$ cat config.mk
export PLATFORM = sky130hd
export DESIGN_NAME = cfopc_gain
export DESIGN_NICKNAME = d
export VERILOG_FILES = /design/src/design/cfopc_pkg.sv /design/src/design/cfopc_gain.sv
export SDC_FILE = /design/constraint.sdc
export NUM_CORES = 2
export LEC_CHECK = 0
export BUFFER_PORTS_ARGS = -buffer_cell sky130_fd_sc_hd__buf_2
export CAP_MARGIN = 20
export CORE_ASPECT_RATIO = 1.2
export CORE_MARGIN = 2
export CORE_UTILIZATION = 25
export CTS_CLUSTER_SIZE = 8
export DETAILED_ROUTE_END_ITERATION = 16
export GPL_TIMING_DRIVEN = 0
export SKIP_CTS_REPAIR_TIMING = 1
export SLEW_MARGIN = 20
export SYNTH_ARGS = -nofsm -noshare
export SYNTH_HDL_FRONTEND = slang
export SYNTH_SLANG_ARGS = --single-unit
$ cat constraint.sdc
create_clock -name clk -period 12.45 [get_ports clk]
set_clock_uncertainty 0.1 [all_clocks]
set_input_delay 2.49 -clock clk [delete_from_list [all_inputs] [get_ports clk]]
set_output_delay 2.49 -clock clk [all_outputs]
set_load 0.02 [all_outputs]
$ cat src/design/cfopc_pkg.sv
`default_nettype none
// ----------------------------------------------------------------------------
// cfopc_pkg
// Shared widths, types and arithmetic helpers for the complex one-pole
// cascade core.
// ----------------------------------------------------------------------------
package cfopc_pkg;

  localparam int SAMPLE_W    = 16;
  localparam int COEF_W      = 18;
  localparam int VALUE_W     = 32;
  localparam int CFG_INDEX_W = 2;
  localparam int GAIN_MUL_W  = COEF_W + SAMPLE_W;
  localparam int SEC_MUL_W   = COEF_W + VALUE_W;
  localparam int PROD_W      = SEC_MUL_W + 1;
  localparam int ROUND_SHIFT = 16;
  localparam int ROUND_W     = PROD_W - ROUND_SHIFT;
  localparam int SUM_W       = ROUND_W + 1;

  localparam logic [CFG_INDEX_W-1:0] REG_GAIN_RE = 2'd0;
  localparam logic [CFG_INDEX_W-1:0] REG_GAIN_IM = 2'd1;
  localparam logic [CFG_INDEX_W-1:0] REG_POLE_RE = 2'd2;
  localparam logic [CFG_INDEX_W-1:0] REG_POLE_IM = 2'd3;

  localparam logic signed [COEF_W-1:0] GAIN_RE_RESET = 18'sd65536;

  typedef logic signed [SAMPLE_W-1:0] sample_t;
  typedef logic signed [COEF_W-1:0]   coef_t;
  typedef logic signed [VALUE_W-1:0]  value_t;

  typedef struct packed {
    coef_t re;
    coef_t im;
  } cplx_coef_t;

  // One scaled sample on its way into the cascade.
  typedef struct packed {
    logic   valid;
    logic   restart;
    value_t re;
    value_t im;
  } stage_t;

  // Round half up from Q.31 to Q.15: floor((v + 2^15) / 2^16).
  function automatic logic signed [ROUND_W-1:0] round_q31(input logic signed [PROD_W-1:0] v);
    logic signed [PROD_W-1:0] t;
    t = v + PROD_W'(32768);
    return t[PROD_W-1:ROUND_SHIFT];
  endfunction

  // Saturate a sum to the 32-bit stage value range.
  function automatic value_t sat32(input logic signed [SUM_W-1:0] v);
    logic top_same;
    top_same = (v[SUM_W-1:VALUE_W-1] == '0) || (v[SUM_W-1:VALUE_W-1] == '1);
    if (top_same) begin
      return v[VALUE_W-1:0];
    end else if (v[SUM_W-1]) begin
      return {1'b1, {(VALUE_W-1){1'b0}}};
    end else begin
      return {1'b0, {(VALUE_W-1){1'b1}}};
    end
  endfunction

endpackage
`default_nettype wire

$ cat src/design/cfopc_gain.sv
`default_nettype none
// ----------------------------------------------------------------------------
// cfopc_gain
// Complex input gain: multiplies the held sample by b0, rounds to Q.15 and
// registers the scaled sample for the cascade.
// ----------------------------------------------------------------------------
module cfopc_gain (
  input  wire logic                  clk,
  input  wire logic                  rst,
  input  wire logic                  load,
  input  wire logic                  in_valid,
  input  wire logic                  in_restart,
  input  wire cfopc_pkg::sample_t    in_re,
  input  wire cfopc_pkg::sample_t    in_im,
  input  wire cfopc_pkg::cplx_coef_t gain,
  output cfopc_pkg::stage_t          stage
);

  logic signed [cfopc_pkg::GAIN_MUL_W-1:0] p_rr, p_ii, p_ir, p_ri;
  logic signed [cfopc_pkg::PROD_W-1:0]     acc_re, acc_im;
  logic signed [cfopc_pkg::ROUND_W-1:0]    rnd_re, rnd_im;

  assign p_rr = gain.re * in_re;
  assign p_ii = gain.im * in_im;
  assign p_ir = gain.im * in_re;
  assign p_ri = gain.re * in_im;

  assign acc_re = cfopc_pkg::PROD_W'(p_rr) - cfopc_pkg::PROD_W'(p_ii);
  assign acc_im = cfopc_pkg::PROD_W'(p_ir) + cfopc_pkg::PROD_W'(p_ri);

  assign rnd_re = cfopc_pkg::round_q31(acc_re);
  assign rnd_im = cfopc_pkg::round_q31(acc_im);

  always_ff @(posedge clk) begin
    if (rst) begin
      stage.valid <= 1'b0;
    end else if (load) begin
      stage.valid <= in_valid;
    end
    if (load) begin
      stage.restart <= in_restart;
      stage.re      <= cfopc_pkg::sat32(cfopc_pkg::SUM_W'(rnd_re));
      stage.im      <= cfopc_pkg::sat32(cfopc_pkg::SUM_W'(rnd_im));
    end
  end

endmodule
`default_nettype wire

==> summary.md <==
| Metric | Value |
|---|---|
| Status | finished clean |
| H-tree lvl count | 2 |
| Synth Cell Area | between 40000 and 50000 sq um |
| Setup CP Type | input port to register |
| DR vias | roughly 33000 |
| Nets | approximately 6600 |
| Crit-path max FO | 13 |
| Slew HR | under 10% |
| DP Cell Count | around 7300 |
| Largest net degree at the start of global routing | 28 |
| Root buf cell | clkbuf_16 |
| Slowest CP cell | clkbuf_1 |
| Worst-path clk slew | roughly 0.07 ns |
| Fin. max-slew vios | 0 |
| Drt drc | 0 |
| Multi-input logic area | between 30000 and 40000 sq um |
| Die outline width | approximately 400 microns |
| Max_cap viols | 0 |
| Io pins | 139 |
| Fin crit share | between 90% and 100% |
| Number of flip-flops under the largest register name | 42 |
| Clock Tree Buf Depth | 2 |
| Req. time, crit path | around 12 ns |
| Register area | 1250 sq um |
| Top Family by Delay on Critical Path | adder cells |
| Seq/Total Area, Yosys | ~2.8% |
| Grt total ovfl | 0 |
| Die area | 185000 sq um |
| Slew of the pin with the lowest slew margin | about 1.4 ns |
| RSZ-0062 raised after global routing | false |
| TritonCTS buffer count | 5 |
| Fillers | roughly 19000 |
| Reg2reg setup slack | 11.75 ns |
| Startpoint Class | input port |
| Hpwl dp | about 140 mm |
| Core area | roughly 180000 sq um |
| Worst path cell trace | clkbuf_1 > clkbuf_1 > nand2_1 > inv_1 > fa_1 > fa_1 > fa_1 > inv_1 > fa_1 > fa_1 > fa_1 > fa_1 > inv_1 > fa_1 > inv_1 > ha_1 > nand3_1 > nor2_1 > nand2_1 > o311ai_4 > a21oi_2 > o211ai_2 > a21oi_2 > xnor2_1 |
| Post-DRT Antenna Nets | 0 |
| CP most frequent cell | fa_1 |
| CP endpoint kind | register |
| Number of antenna violations at the first check in global routing | 42 |
| FFs w/ async S/R, synth | 0% |
| Seq cells post-synth | between 40 and 50 |
| Warnings, synthesis | 0 |
| WP buf/inv | 6 |
| Worst-Skew Late Latency | approximately 0.36 ns |
| Share of layout cells above drive strength 1 | under 10% |
| Setup-failing EPs final | 0 |
| HP Class | register to register |
| Row cnt | approximately 170 |
| Post-synth EDFFs | between 40 and 50 |
| Syn Inst Count | ~4800 |
| Largest register by flop count | stage |
| Die Span Y | ~470 microns |
| Final GP Congestion | approximately 1.0 |
| Hold WS | 0.421 ns |
| GRT Overall Usage | 18.7% |
| Layout area overhead | 8.65% |
| Global-route wire length before repair | 248 mm |
| Ys flop type | edfxtp_1 |
| 1st-iter DRT viols | 2709 |
| F_max | ~0.083 GHz |
| Worst path max stage delay | 0.97 ns |
| Setup TNS Final | 0 ns |
| Syn_nets | roughly 6500 |
| Clock sinks | 42 |
| Minimum clock period | between 10 and 15 ns |
| Mean post-synth cell area | around 9.6 sq um |
| CTS tree | done |
| Crit path DAT | between 10 and 15 ns |
| Netlist cell types | between 50 and 60 |
| 1st-pass router iterations | 8 |
| Final wirelength | around 170 mm |
| Port bufs | between 100 and 150 |
| Fin. Hold Viols | 0 |
| DR vias/cell | about 4.5 |
| Starting Density | 25.2% |
| Routed length per instance | ~23 microns |
| Layout Cells excl Fill | approximately 7300 |
| Vias in the first global route | 36100 |
| Top Registers | stage: 42 flops |
==> cell usage in the layout (no fill, tap or decap), drive strengths merged, types with 8 or more instances in the layout <==
cell type,count
a21o,16
a21oi,32
and2,532
buf,153
clkbuf,225
diode,19
edfxtp,41
fa,1312
ha,321
inv,1419
nand2,564
nand2b,33
nand3,14
nor2,59
nor3,8
o21ai,23
xnor2,52
xor2,15
==> worst reg2reg max path, delay by kind of cell, from the launching register on <==
kind             cells  cell delay (ns)
DFF                  1             0.31
muxes                1             0.13
and+or+nand+nor      1             0.06
==> path summary, 6_finish.rpt <==
kind | start | to | depth (start not counted)
worst min register to register | stage[65]$_SDFFE_PP0P_ | stage[65]$_SDFFE_PP0P_ | 2
worst min-delay path | stage[65]$_SDFFE_PP0P_ | stage[65]$_SDFFE_PP0P_ | 2
worst max-delay path | in_im[1] | stage[62]$_DFFE_PP_ | 24
worst max register to register | stage[65]$_SDFFE_PP0P_ | stage[65]$_SDFFE_PP0P_ | 2
==> cells in the mapped netlist, types with 3 or more instances <==
cell type | count | area [sq um]
a211oi_1 | 3 | 22.5
a21o_1 | 16 | 120
a21oi_1 | 29 | 145
a21oi_2 | 3 | 26.3
a31oi_1 | 3 | 18.8
and2_1 | 532 | 3330
and3_1 | 4 | 25.0
buf_1 | 5 | 18.8
buf_4 | 25 | 188
clkbuf_1 | 220 | 826
edfxtp_1 | 41 | 1230
fa_1 | 1312 | 26300
ha_1 | 321 | 4020
inv_1 | 1417 | 5320
nand2_1 | 563 | 2110
nand2b_1 | 33 | 206
nand3_1 | 14 | 70.1
nand4_1 | 5 | 31.3
nor2_1 | 58 | 218
nor2b_1 | 4 | 25.0
nor3_1 | 7 | 35.0
o21a_1 | 4 | 30.0
o21ai_0 | 16 | 80.1
o21ai_1 | 4 | 20.0
o21ai_2 | 3 | 26.3
o21bai_1 | 5 | 37.5
xnor2_1 | 52 | 455
xor2_1 | 15 | 131
==> per-stage QoR <==
| step | util (%) | setup slack, ns | area (sq um) |
|---|---|---|---|
| after floorplan | - | 2.76 | 45500 |
| after global placement | 27.2 | 0.135 | 49100 |
| after detailed placement | 27.2 | 0.138 | 49200 |
| after CTS | 27.3 | 0.489 | 49300 |
| after global routing | 27.3 | 0.116 | 49400 |
| final | 27.3 | 0.449 | 49400 |
==> cell families after synthesis <==
group,count (synthesis),synth area share [%]
adders and majority gates,1633,66.6
DFF,42,2.75
muxes,1,0.0220
and+or+nand+nor,1232,13.5
AOI/OAI and AO/OA,109,1.85
buffers and inverters,1668,14.0
xor gates and xnor gates,67,1.29
==> layer usage <==
layer | wire (microns) | vias to the layer above | global-route usage (%)
met3 | 18600 | 362 | 5.47
met5 | 402 | - | 0.647
li1 | - | 13500 | -
met1 | 63500 | 17300 | 23.4
met2 | 76600 | 1628 | 29.5
met4 | 9280 | 36 | 8.63
==> cell type report <==
cell class	instances	share of cell area [%]
inverters	1418	10.8
repair buffers	123	1.36
flip-flops and latches	42	2.53
clock buffers	5	0.253
plain buffers	250	2.16
multi-input cells	3042	76.6
diodes	19	0.0962
clock inverters	3	0.0481
well taps	2422	6.13
Power is left out: the tool's default activity adds up to more than one toggle a clock period on the data nets, which glitch-free logic cannot reach.
